[src/sorted_set_table_unit_assert.svh]
// ----------------------------------------------------------------------------
// Sorted set table assertion macros
// Shared concurrent assertion forms. Every module that uses them has clk
// and rst_n in scope.
// ----------------------------------------------------------------------------
`ifndef SORTED_SET_TABLE_UNIT_ASSERT_SVH
`define SORTED_SET_TABLE_UNIT_ASSERT_SVH

// The condition must hold at every clock edge outside reset.
`define SST_ASSERT_ALWAYS(lbl, cond, msg) \
  lbl: assert property (@(posedge clk) disable iff (!rst_n) (cond)) else $error(msg);

// When the trigger holds, the outcome must hold in the following cycle.
`define SST_ASSERT_NEXT(lbl, trig, outcome, msg) \
  lbl: assert property (@(posedge clk) disable iff (!rst_n) (trig) |=> (outcome)) \
    else $error(msg);

`endif

[src/sst_pkg.sv]
// ----------------------------------------------------------------------------
// Sorted set table package
// Field widths, operation and status codes, and the command and status
// bundles between the controller and the datapath.
// ----------------------------------------------------------------------------
package sst_pkg;

  localparam int OP_BITS       = 2;
  localparam int VALUE_IN_BITS = 32;
  localparam int STATUS_BITS   = 2;
  localparam int POS_BITS      = 6;

  // Operation codes. The unused code behaves as a lookup.
  localparam logic [OP_BITS-1:0] OP_INSERT = 2'd0;
  localparam logic [OP_BITS-1:0] OP_REMOVE = 2'd1;
  localparam logic [OP_BITS-1:0] OP_LOOKUP = 2'd2;

  // Result status codes.
  localparam logic [STATUS_BITS-1:0] ST_DONE      = 2'd0;
  localparam logic [STATUS_BITS-1:0] ST_PRESENT   = 2'd1;
  localparam logic [STATUS_BITS-1:0] ST_FULL      = 2'd2;
  localparam logic [STATUS_BITS-1:0] ST_NOT_FOUND = 2'd3;

  typedef enum logic [1:0] {
    ACT_NONE,
    ACT_INSERT,
    ACT_REMOVE
  } act_t;

  typedef struct packed {
    logic load;       // take the input beat
    logic scan_rd;    // read the entry at the scan index
    logic scan_step;  // entry below key, advance the scan index
    logic scan_stop;  // entry not below key, record the match
    logic decide;     // latch status, position and the action
    logic walk_rd;    // read the neighbor of the walk index
    logic walk_wr;    // write the neighbor into the walk index
    logic put;        // write the key at its sorted place
    logic count_dec;  // one entry removed
    logic out_load;   // load the result register
  } sst_cmd_t;

  typedef struct packed {
    logic scan_end;   // scan index reached the count
    logic entry_low;  // entry just read is below the key
    act_t action;     // action that the current decision calls for
    logic walk_ins;   // the latched action is an insert
    logic walk_end;   // shifting is complete
    logic out_free;   // the result register can take a new result
  } sst_stat_t;

endpackage

[src/sst_if.sv]
// ----------------------------------------------------------------------------
// Sorted set table channels
// Valid/ready channels for operation beats and result beats.
// ----------------------------------------------------------------------------
interface sst_in_if;
  import sst_pkg::*;

  logic                            valid;
  logic                            ready;
  logic [OP_BITS-1:0]              op;
  logic signed [VALUE_IN_BITS-1:0] value;

  modport source (output valid, output op, output value, input ready);
  modport sink (input valid, input op, input value, output ready);
endinterface

interface sst_out_if;
  import sst_pkg::*;

  logic                   valid;
  logic                   ready;
  logic [STATUS_BITS-1:0] status;
  logic                   found;
  logic [POS_BITS-1:0]    position;
  logic [POS_BITS-1:0]    count;

  modport source (output valid, output status, output found, output position,
                  output count, input ready);
  modport sink (input valid, input status, input found, input position,
                input count, output ready);
endinterface

[src/sst_ctrl.sv]
// ----------------------------------------------------------------------------
// Sorted set table controller
// Sequences the scan, the decision, the shift walk and the result load.
// ----------------------------------------------------------------------------
module sst_ctrl (
  input  logic               clk,
  input  logic               rst_n,
  input  logic               in_valid,
  output logic               in_ready,
  input  sst_pkg::sst_stat_t st,
  output sst_pkg::sst_cmd_t  cmd
);
  import sst_pkg::*;

  typedef enum logic [2:0] {
    S_IDLE,
    S_SCAN_CHK,
    S_SCAN_CMP,
    S_DECIDE,
    S_WALK_CHK,
    S_WALK_WR,
    S_PUT,
    S_FINISH
  } state_t;

  state_t state_r;
  state_t state_nxt;

  always_comb begin
    state_nxt = state_r;
    cmd       = '0;
    case (state_r)
      S_IDLE: begin
        if (in_valid) begin
          cmd.load  = 1'b1;
          state_nxt = S_SCAN_CHK;
        end
      end
      S_SCAN_CHK: begin
        if (st.scan_end) begin
          state_nxt = S_DECIDE;
        end else begin
          cmd.scan_rd = 1'b1;
          state_nxt   = S_SCAN_CMP;
        end
      end
      S_SCAN_CMP: begin
        if (st.entry_low) begin
          cmd.scan_step = 1'b1;
          state_nxt     = S_SCAN_CHK;
        end else begin
          cmd.scan_stop = 1'b1;
          state_nxt     = S_DECIDE;
        end
      end
      S_DECIDE: begin
        cmd.decide = 1'b1;
        state_nxt  = (st.action == ACT_NONE) ? S_FINISH : S_WALK_CHK;
      end
      S_WALK_CHK: begin
        if (!st.walk_end) begin
          cmd.walk_rd = 1'b1;
          state_nxt   = S_WALK_WR;
        end else if (st.walk_ins) begin
          state_nxt = S_PUT;
        end else begin
          cmd.count_dec = 1'b1;
          state_nxt     = S_FINISH;
        end
      end
      S_WALK_WR: begin
        cmd.walk_wr = 1'b1;
        state_nxt   = S_WALK_CHK;
      end
      S_PUT: begin
        cmd.put   = 1'b1;
        state_nxt = S_FINISH;
      end
      S_FINISH: begin
        if (st.out_free) begin
          cmd.out_load = 1'b1;
          state_nxt    = S_IDLE;
        end
      end
      default: begin
        state_nxt = S_IDLE;
      end
    endcase
  end

  assign in_ready = (state_r == S_IDLE);

  always_ff @(posedge clk) begin
    if (!rst_n) begin
      state_r <= S_IDLE;
    end else begin
      state_r <= state_nxt;
    end
  end

endmodule

[src/sst_dp.sv]
// ----------------------------------------------------------------------------
// Sorted set table datapath
// Entry memory, scan and walk indexes, entry count, decision logic and the
// result register.
// ----------------------------------------------------------------------------
`include "sorted_set_table_unit_assert.svh"

module sst_dp #(
  parameter int CAPACITY_ENTRIES = 32,
  parameter int VALUE_BITS       = 32
) (
  input  logic                                    clk,
  input  logic                                    rst_n,
  input  logic [sst_pkg::OP_BITS-1:0]             in_op,
  input  logic signed [sst_pkg::VALUE_IN_BITS-1:0] in_value,
  input  sst_pkg::sst_cmd_t                       cmd,
  output sst_pkg::sst_stat_t                      st,
  output logic                                    out_valid,
  input  logic                                    out_ready,
  output logic [sst_pkg::STATUS_BITS-1:0]         out_status,
  output logic                                    out_found,
  output logic [sst_pkg::POS_BITS-1:0]            out_position,
  output logic [sst_pkg::POS_BITS-1:0]            out_count
);
  import sst_pkg::*;

  localparam int AW = $clog2(CAPACITY_ENTRIES);
  localparam int CW = $clog2(CAPACITY_ENTRIES + 1);
  localparam logic [CW-1:0] CAP = CW'(CAPACITY_ENTRIES);

  logic signed [VALUE_BITS-1:0] mem [CAPACITY_ENTRIES];
  logic signed [VALUE_BITS-1:0] rd_data_r;

  logic [OP_BITS-1:0]           op_r;
  logic signed [VALUE_BITS-1:0] key_r;
  logic [CW-1:0]                count_r;
  logic [CW-1:0]                idx_r;
  logic [CW-1:0]                walk_r;
  logic                         found_r;
  act_t                         act_r;
  logic [STATUS_BITS-1:0]       status_r;
  logic [CW-1:0]                rpos_r;

  logic                         out_valid_r;
  logic [STATUS_BITS-1:0]       out_status_r;
  logic                         out_found_r;
  logic [POS_BITS-1:0]          out_pos_r;
  logic [POS_BITS-1:0]          out_count_r;

  act_t                         act_nxt;
  logic [STATUS_BITS-1:0]       status_nxt;
  logic [CW-1:0]                rpos_nxt;
  logic                         full;
  logic [CW-1:0]                walk_dn;
  logic [CW-1:0]                walk_up;
  logic                         rd_en;
  logic [AW-1:0]                rd_addr;
  logic                         wr_en;
  logic [AW-1:0]                wr_addr;
  logic signed [VALUE_BITS-1:0] wr_data;

  assign full    = (count_r == CAP);
  assign walk_dn = walk_r - CW'(1);
  assign walk_up = walk_r + CW'(1);

  // The scan stops at the first entry not below the key, so idx_r is the
  // insert place when the value is absent and its index when present.
  always_comb begin
    act_nxt    = ACT_NONE;
    status_nxt = ST_DONE;
    rpos_nxt   = idx_r;
    case (op_r)
      OP_INSERT: begin
        if (full) begin
          status_nxt = ST_FULL;
          if (!found_r) begin
            rpos_nxt = count_r;
          end
        end else if (found_r) begin
          status_nxt = ST_PRESENT;
        end else begin
          act_nxt = ACT_INSERT;
        end
      end
      OP_REMOVE: begin
        if (found_r) begin
          act_nxt = ACT_REMOVE;
        end else begin
          status_nxt = ST_NOT_FOUND;
          rpos_nxt   = count_r;
        end
      end
      default: begin
        if (!found_r) begin
          status_nxt = ST_NOT_FOUND;
          rpos_nxt   = count_r;
        end
      end
    endcase
  end

  always_comb begin
    st.scan_end  = (idx_r == count_r);
    st.entry_low = (rd_data_r < key_r);
    st.action    = act_nxt;
    st.walk_ins  = (act_r == ACT_INSERT);
    st.walk_end  = (act_r == ACT_INSERT) ? (walk_r == idx_r) : (walk_up >= count_r);
    st.out_free  = !out_valid_r || out_ready;
  end

  // Insert moves entries up from the top, remove moves them down from the
  // hole; each move is a read beat followed by a write beat.
  always_comb begin
    rd_en   = cmd.scan_rd || cmd.walk_rd;
    rd_addr = (act_r == ACT_INSERT) ? walk_dn[AW-1:0] : walk_up[AW-1:0];
    if (cmd.scan_rd) begin
      rd_addr = idx_r[AW-1:0];
    end
    wr_en   = cmd.walk_wr || cmd.put;
    wr_addr = cmd.put ? idx_r[AW-1:0] : walk_r[AW-1:0];
    wr_data = cmd.put ? key_r : rd_data_r;
  end

  always_ff @(posedge clk) begin
    if (wr_en) begin
      mem[wr_addr] <= wr_data;
    end
    if (rd_en) begin
      rd_data_r <= mem[rd_addr];
    end
  end

  always_ff @(posedge clk) begin
    if (cmd.load) begin
      op_r    <= in_op;
      key_r   <= VALUE_BITS'(in_value);
      idx_r   <= '0;
      found_r <= 1'b0;
    end
    if (cmd.scan_step) begin
      idx_r <= idx_r + CW'(1);
    end
    if (cmd.scan_stop) begin
      found_r <= (rd_data_r == key_r);
    end
    if (cmd.decide) begin
      status_r <= status_nxt;
      rpos_r   <= rpos_nxt;
      walk_r   <= (act_nxt == ACT_INSERT) ? count_r : idx_r;
    end
    if (cmd.walk_wr) begin
      walk_r <= (act_r == ACT_INSERT) ? walk_dn : walk_up;
    end
    if (cmd.out_load) begin
      out_status_r <= status_r;
      out_found_r  <= found_r;
      out_pos_r    <= POS_BITS'(rpos_r);
      out_count_r  <= POS_BITS'(count_r);
    end
  end

  always_ff @(posedge clk) begin
    if (!rst_n) begin
      count_r     <= '0;
      act_r       <= ACT_NONE;
      out_valid_r <= 1'b0;
    end else begin
      if (cmd.put) begin
        count_r <= count_r + CW'(1);
      end else if (cmd.count_dec) begin
        count_r <= count_r - CW'(1);
      end
      if (cmd.decide) begin
        act_r <= act_nxt;
      end
      if (cmd.out_load) begin
        out_valid_r <= 1'b1;
      end else if (out_ready) begin
        out_valid_r <= 1'b0;
      end
    end
  end

  assign out_valid    = out_valid_r;
  assign out_status   = out_status_r;
  assign out_found    = out_found_r;
  assign out_position = out_pos_r;
  assign out_count    = out_count_r;

  `SST_ASSERT_ALWAYS(a_count_bound, count_r <= CAP, "entry count above capacity")
  `SST_ASSERT_ALWAYS(a_put_room, !cmd.put || (count_r < CAP), "insert into a full store")
  `SST_ASSERT_ALWAYS(a_walk_range, !cmd.walk_rd || (walk_r <= count_r),
                     "shift walk outside the held entries")
  `SST_ASSERT_NEXT(a_remove_shrinks, cmd.count_dec, count_r == $past(count_r) - CW'(1),
                   "remove did not lower the count by one")

endmodule

[src/sorted_set_table_unit.sv]
// ----------------------------------------------------------------------------
// Sorted set table unit
// Holds distinct signed values in ascending order in an entry memory and
// applies one insert, remove or lookup per operation beat.
//
//   Channel  | Direction | Payload
//   ---------+-----------+----------------------------------
//   in_req   | in        | op, value
//   out_rsp  | out       | status, found, position, count
//
// An operation scans the entries below its key one by one, then decides and,
// for an insert or a remove, shifts the entries past the place one by one
// before its result load. The single read port sets this: each scan step and
// each shift move costs a read beat and a compare or write beat. Reset clears
// the count, the latched action, the result valid flag and the FSM state.
// A new beat is taken while a result waits; a stalled output holds the next.
// ----------------------------------------------------------------------------
module sorted_set_table_unit #(
  parameter int CAPACITY_ENTRIES = 32,
  parameter int VALUE_BITS       = 32
) (
  input  logic         clk,
  input  logic         rst_n,
  sst_in_if.sink       in_req,
  sst_out_if.source    out_rsp
);
  import sst_pkg::*;

  sst_cmd_t  cmd;
  sst_stat_t st;

  sst_ctrl u_ctrl (
    .clk      (clk),
    .rst_n    (rst_n),
    .in_valid (in_req.valid),
    .in_ready (in_req.ready),
    .st       (st),
    .cmd      (cmd)
  );

  sst_dp #(
    .CAPACITY_ENTRIES (CAPACITY_ENTRIES),
    .VALUE_BITS       (VALUE_BITS)
  ) u_dp (
    .clk          (clk),
    .rst_n        (rst_n),
    .in_op        (in_req.op),
    .in_value     (in_req.value),
    .cmd          (cmd),
    .st           (st),
    .out_valid    (out_rsp.valid),
    .out_ready    (out_rsp.ready),
    .out_status   (out_rsp.status),
    .out_found    (out_rsp.found),
    .out_position (out_rsp.position),
    .out_count    (out_rsp.count)
  );

endmodule

[src/flat_wrapper.sv]
// flat-port wrapper written by rule: the top's interface ports become plain ports
module sorted_set_table_unit_flat import sst_pkg::*;
#(
  parameter int CAPACITY_ENTRIES = 32,
  parameter int VALUE_BITS       = 32
)
  (clk, rst_n, in_req_valid, in_req_op, in_req_value, in_req_ready, out_rsp_valid, out_rsp_status, out_rsp_found, out_rsp_position, out_rsp_count, out_rsp_ready);
  sst_in_if in_req_i ();
  sst_out_if out_rsp_i ();
  input  logic clk;
  input  logic rst_n;
  input wire logic [$bits(in_req_i.valid)-1:0] in_req_valid;
  input wire logic [$bits(in_req_i.op)-1:0] in_req_op;
  input wire logic [$bits(in_req_i.value)-1:0] in_req_value;
  output wire logic [$bits(in_req_i.ready)-1:0] in_req_ready;
  output wire logic [$bits(out_rsp_i.valid)-1:0] out_rsp_valid;
  output wire logic [$bits(out_rsp_i.status)-1:0] out_rsp_status;
  output wire logic [$bits(out_rsp_i.found)-1:0] out_rsp_found;
  output wire logic [$bits(out_rsp_i.position)-1:0] out_rsp_position;
  output wire logic [$bits(out_rsp_i.count)-1:0] out_rsp_count;
  input wire logic [$bits(out_rsp_i.ready)-1:0] out_rsp_ready;
  assign in_req_i.valid = in_req_valid;
  assign in_req_i.op = in_req_op;
  assign in_req_i.value = in_req_value;
  assign in_req_ready = in_req_i.ready;
  assign out_rsp_valid = out_rsp_i.valid;
  assign out_rsp_status = out_rsp_i.status;
  assign out_rsp_found = out_rsp_i.found;
  assign out_rsp_position = out_rsp_i.position;
  assign out_rsp_count = out_rsp_i.count;
  assign out_rsp_i.ready = out_rsp_ready;
  sorted_set_table_unit #(.CAPACITY_ENTRIES(CAPACITY_ENTRIES), .VALUE_BITS(VALUE_BITS)) u_core (.clk(clk), .rst_n(rst_n), .in_req(in_req_i), .out_rsp(out_rsp_i));
endmodule
[config.mk]
export PLATFORM = sky130hd
export DESIGN_NAME = sorted_set_table_unit_flat
export DESIGN_NICKNAME = d
export VERILOG_FILES = /design/src/sst_pkg.sv /design/src/sst_if.sv /design/src/sst_ctrl.sv /design/src/sst_dp.sv /design/src/sorted_set_table_unit.sv /design/src/flat_wrapper.sv
export VERILOG_INCLUDE_DIRS = /design/src /design/src/src
export SDC_FILE = /design/constraint.sdc
export NUM_CORES = 2
export LEC_CHECK = 0
export ABC_CLOCK_PERIOD_IN_PS = 7950
export BUFFER_PORTS_ARGS = -buffer_cell sky130_fd_sc_hd__clkbuf_2
export CORE_ASPECT_RATIO = 1.5
export CORE_MARGIN = 1
export CORE_UTILIZATION = 58
export DETAILED_ROUTE_END_ITERATION = 16
export PLACE_DENSITY = 0.74
export SLEW_MARGIN = 20
export SYNTH_ARGS = -nofsm -noshare
export SYNTH_HDL_FRONTEND = slang
export SYNTH_HIERARCHICAL = 1
export SYNTH_SLANG_ARGS = --single-unit
[constraint.sdc]
create_clock -name clk -period 7.95 [get_ports clk]
set_input_delay 1.59 -clock clk [delete_from_list [all_inputs] [get_ports clk]]
set_output_delay 1.59 -clock clk [all_outputs]
set_load 0.05 [all_outputs]
==> impl_metrics.csv <==
group,metric,value,unit
run_status,status,"completed",
clock_tree,cts_tree,"yes",
setup_path,r2r_slack,3.28,ns
logic_synthesis,synth.yosys.warnings,6,
setup_path,path_class,"flop to flop",
drt,antenna_left,0,
worst_hold_path,whs_path_depth,0,
clock_tree,htree_num_levels,3,
finish,final_cell_mix,"1126 x edfxtp_1, 256 x mux4_2, 143 x mux2i_1, 101 x clkbuf_16, 54 x clkbuf_2",
logic_synthesis,synth_cell_types,64,
grt,globalRouteOverflowTotal,0,
grt,grt_max_degree,143,
logic_synthesis,ys_ff_latch,1138,
logic_synthesis,synth_edf_count,1126,
finish,fin_nets,2297,
worst_hold_path,whs_endpoint,"u_core/u_dp/out_position[2]$_DFFE_PP_",
sta,finClkSkew,0.01988,ns
finish,final_common_cell,"edfxtp_1",
setup_path,critPathSlowestCell,"buf_12",
drt,dr.first_iter.drc_count,2830,
sta,period_share,0.5874,
clock_tree,cts_buffers,96,
finish,n_antenna_cell,0,
setup_path,cp_top_family,"simple AND/OR/NAND/NOR gates",
power,power.density,274.7,nW/um2
drt,wl,107400,um
worst_hold_path,hold_class,"flop to flop",
clock_tree,ctsResizeCount,0,
logic_synthesis,syn-num-nets,2197,
setup_path,r2r_cells,12,
run,max_cap_violations,0,
sta,setup_violations,0,
clock_tree,clockRootBuffer,"clkbuf_16",
floorplan,die_h,345.0,um
grt,grt_pass1_vias,22460,
floorplan,io_pins,55,
finish,final_area,50400,um2
finish,layout-drive-gt1-share,0.2759,
sta,fmax,214.2,MHz
logic_synthesis,synthArstFlopShare,0,
placed_design,dpl.hpwl,54620,um
setup_path,cpPeakStageDelay,0.62,ns
clock_tree,hold_buffers,0,
setup_path,end_kind,"flop",
setup_path,critPathBufInv,2,
drt,route.detailed.drc,0,
grt,gr-usage-all-layers,0.2755,
setup_path,start_kind,"flop",
setup_path,cp_max_fo,142,
logic_synthesis,syn_area,45500,um2
floorplan,start_util,0.5865,
floorplan,rows,125,
sta,period_minus_slack,4.670,ns
sta,timing.setup.tns,0,ns
sta,slew_headroom,0.1969,
sta,grt_setup_unrepaired,"no",
clock_tree,clock_sinks,1138,
drt,dr.pass1.iters,6,
logic_synthesis,ys.flop_type,"edfxtp_1",
floorplan,chipWidth,230.7,um
clock_tree,cts.path.max_buffers,3,
setup_path,worstPathCellList,"xnor2_1 > nand4_1 > nor3_1 > nor4b_2 > buf_4 > nor4b_1 > a221o_4 > buf_12 > mux4_2 > mux2i_1 > a22o_1 > a221oi_1",
placed_design,placed_area,47160,um2
clock_tree,cts_setup_buffers,0,
logic_synthesis,seq_area_frac_synth,0.7484,
setup_path,rr_endpoint,"u_core/u_dp/rd_data_r[0]$_DFFE_PP_",
finish,area_growth,10.77,%
clock_tree,clkTransAtPathRegs,0.07,ns
sta,slew_viol_final,0,
grt,grt_first_pass_wirelength,155100,um
grt,antenna_found_initial,1,
setup_path,cp.required,8.31,ns
drt,avgRoutedWirePerCell,32.43,um
floorplan,coreArea,77570,um2
sta,worst_pin_slew,1.205,ns
power,power,13.85,mW
power,power_leakage,16.28,nW
worst_hold_path,min_from,"u_core/u_dp/rpos_r[2]$_DFFE_PP_",
clock_tree,clk_latency,0.66,ns
setup_path,r2r_start,"u_core/u_dp/idx_r[2]$_SDFFCE_PN0P_",
placed_design,port_buffers,54,
logic_synthesis,synth.avg_cell_area,21.53,um2
drt,num_vias,22050,
placed_design,place_congestion,0.8938,
logic_synthesis,syn_inst,2113,
finish,final_util,0.6497,
power,ir_drop,0.1745,mV
setup_path,cp.arrival,5.03,ns
drt,viasPerCell,6.663,
sta,finalHoldViolations,0,
sta,worst_hold_slack,0.4260,ns
floorplan,die-area,79600,um2
state kept, by name (all words and copies together), names as in the netlist, 2 cells and up:
| signal | cells |
|---|---|
| u_core/u_dp/mem | 1024 |
| u_core/u_dp/key_r | 32 |
| u_core/u_dp/rd_data_r | 32 |
| u_core/u_dp/count_r | 6 |
| u_core/u_dp/idx_r | 6 |
| u_core/u_dp/out_count | 6 |
| u_core/u_dp/out_position | 6 |
| u_core/u_dp/rpos_r | 6 |
| u_core/u_dp/walk_r | 6 |
| u_core/u_ctrl/state_r | 3 |
| u_core/u_dp/act_r | 2 |
| u_core/u_dp/op_r | 2 |
| u_core/u_dp/out_status | 2 |
| u_core/u_dp/status_r | 2 |
final cells by class:
cell class / count / area [um2]
fillers: 4913 / 27170
clock buffers: 117 / 2587
flip-flops and latches: 1138 / 34050
clock inverters: 62 / 656.9
repair buffers: 106 / 710.7
inverters: 48 / 180.2
multi-input cells: 823 / 10940
well taps: 1016 / 1271
worst max-delay path by stage:
stage | start | cells after the start | end | slack [ns]
detailed placement | u_core/u_dp/idx_r[2]$_SDFFCE_PN0P_ | 13 | u_core/u_dp/rd_data_r[26]$_DFFE_PP_ | 3.36
global route | u_core/u_dp/idx_r[2]$_SDFFCE_PN0P_ | 12 | u_core/u_dp/rd_data_r[21]$_DFFE_PP_ | 3.05
finish | u_core/u_dp/idx_r[2]$_SDFFCE_PN0P_ | 12 | u_core/u_dp/rd_data_r[0]$_DFFE_PP_ | 3.28
CTS | u_core/u_dp/idx_r[2]$_SDFFCE_PN0P_ | 12 | u_core/u_dp/rd_data_r[8]$_DFFE_PP_ | 3.34
global placement | u_core/u_dp/idx_r[2]$_SDFFCE_PN0P_ | 13 | u_core/u_dp/rd_data_r[26]$_DFFE_PP_ | 3.38
floorplan | u_core/u_ctrl/state_r[1]$_SDFFE_PN0P_ | 6 | u_core/u_dp/mem[17][0]$_DFFE_PP_ | 4.50
per-layer routing:
metal / track usage / vias up / share of wire
met5: 0 / - / 0
met1: 0.3445 / 11650 / 0.35
li1: - / 9003 / -
met4: 0.1112 / 0 / 0.040
met3: 0.04054 / 249 / 0.079
met2: 0.4827 / 1152 / 0.53
metrics by stage:
stage	cells	worst slack, ns
after floorplan	2113	4.497
after global placement	3131	3.384
after detailed placement	3131	3.358
after CTS	3310	3.340
after global routing	3310	3.047
final	3310	3.280
worst reg2reg max path, cell delays in order, from the launching register on:
cell      delay, ns
edfxtp_1       0.61
xnor2_1        0.26
nand4_1        0.11
nor3_1         0.30
nor4b_2        0.09
buf_4          0.23
nor4b_1        0.40
a221o_4        0.60
buf_12         0.68
mux4_2         0.66
mux2i_1        0.18
a22o_1         0.20
a221oi_1       0.06
where the power goes:
part | switching, mW | internal (mW)
logic | 1.16 | 0.822
registers | 0.0780 | 6.94
clock network | 2.11 | 2.75
total | 3.34 | 10.5
cells by family (layout without fill, tap and decap cells):
family          after synthesis  count (layout)  synth area share
xor+xnor                     29              29          0.005912
simple gates                171             171           0.01933
flops                      1138            1138            0.7484
compound gates              141             141           0.02772
buf+inv                     152             333           0.01848
mux                         436             436            0.1673
fa+ha+maj                    46              46           0.01281
synth_stat cells (5+ instances only):
library cell / instances / share of area
a21o_1: 8 / 0.0013
a21oi_1: 21 / 0.0023
a221oi_2: 30 / 0.0099
a22o_1: 32 / 0.0062
and2_1: 7 / 0.00096
buf_2: 51 / 0.0056
buf_4: 27 / 0.0045
buf_6: 13 / 0.0032
clkbuf_1: 7 / 0.00058
dfxtp_1: 12 / 0.0053
edfxtp_1: 1126 / 0.74
ha_1: 45 / 0.012
inv_1: 45 / 0.0037
mux2_2: 37 / 0.0092
mux2i_1: 143 / 0.031
mux4_2: 256 / 0.13
nand2_1: 34 / 0.0028
nand2b_1: 8 / 0.0011
nand3_1: 12 / 0.0013
nand4_1: 8 / 0.0011
nor2_1: 55 / 0.0045
nor2b_1: 8 / 0.0011
nor3_1: 8 / 0.00088
nor4b_1: 5 / 0.00096
o21ai_0: 19 / 0.0021
xnor2_1: 17 / 0.0033
xor2_1: 10 / 0.0019
Power figures use the tool's default switching activity.
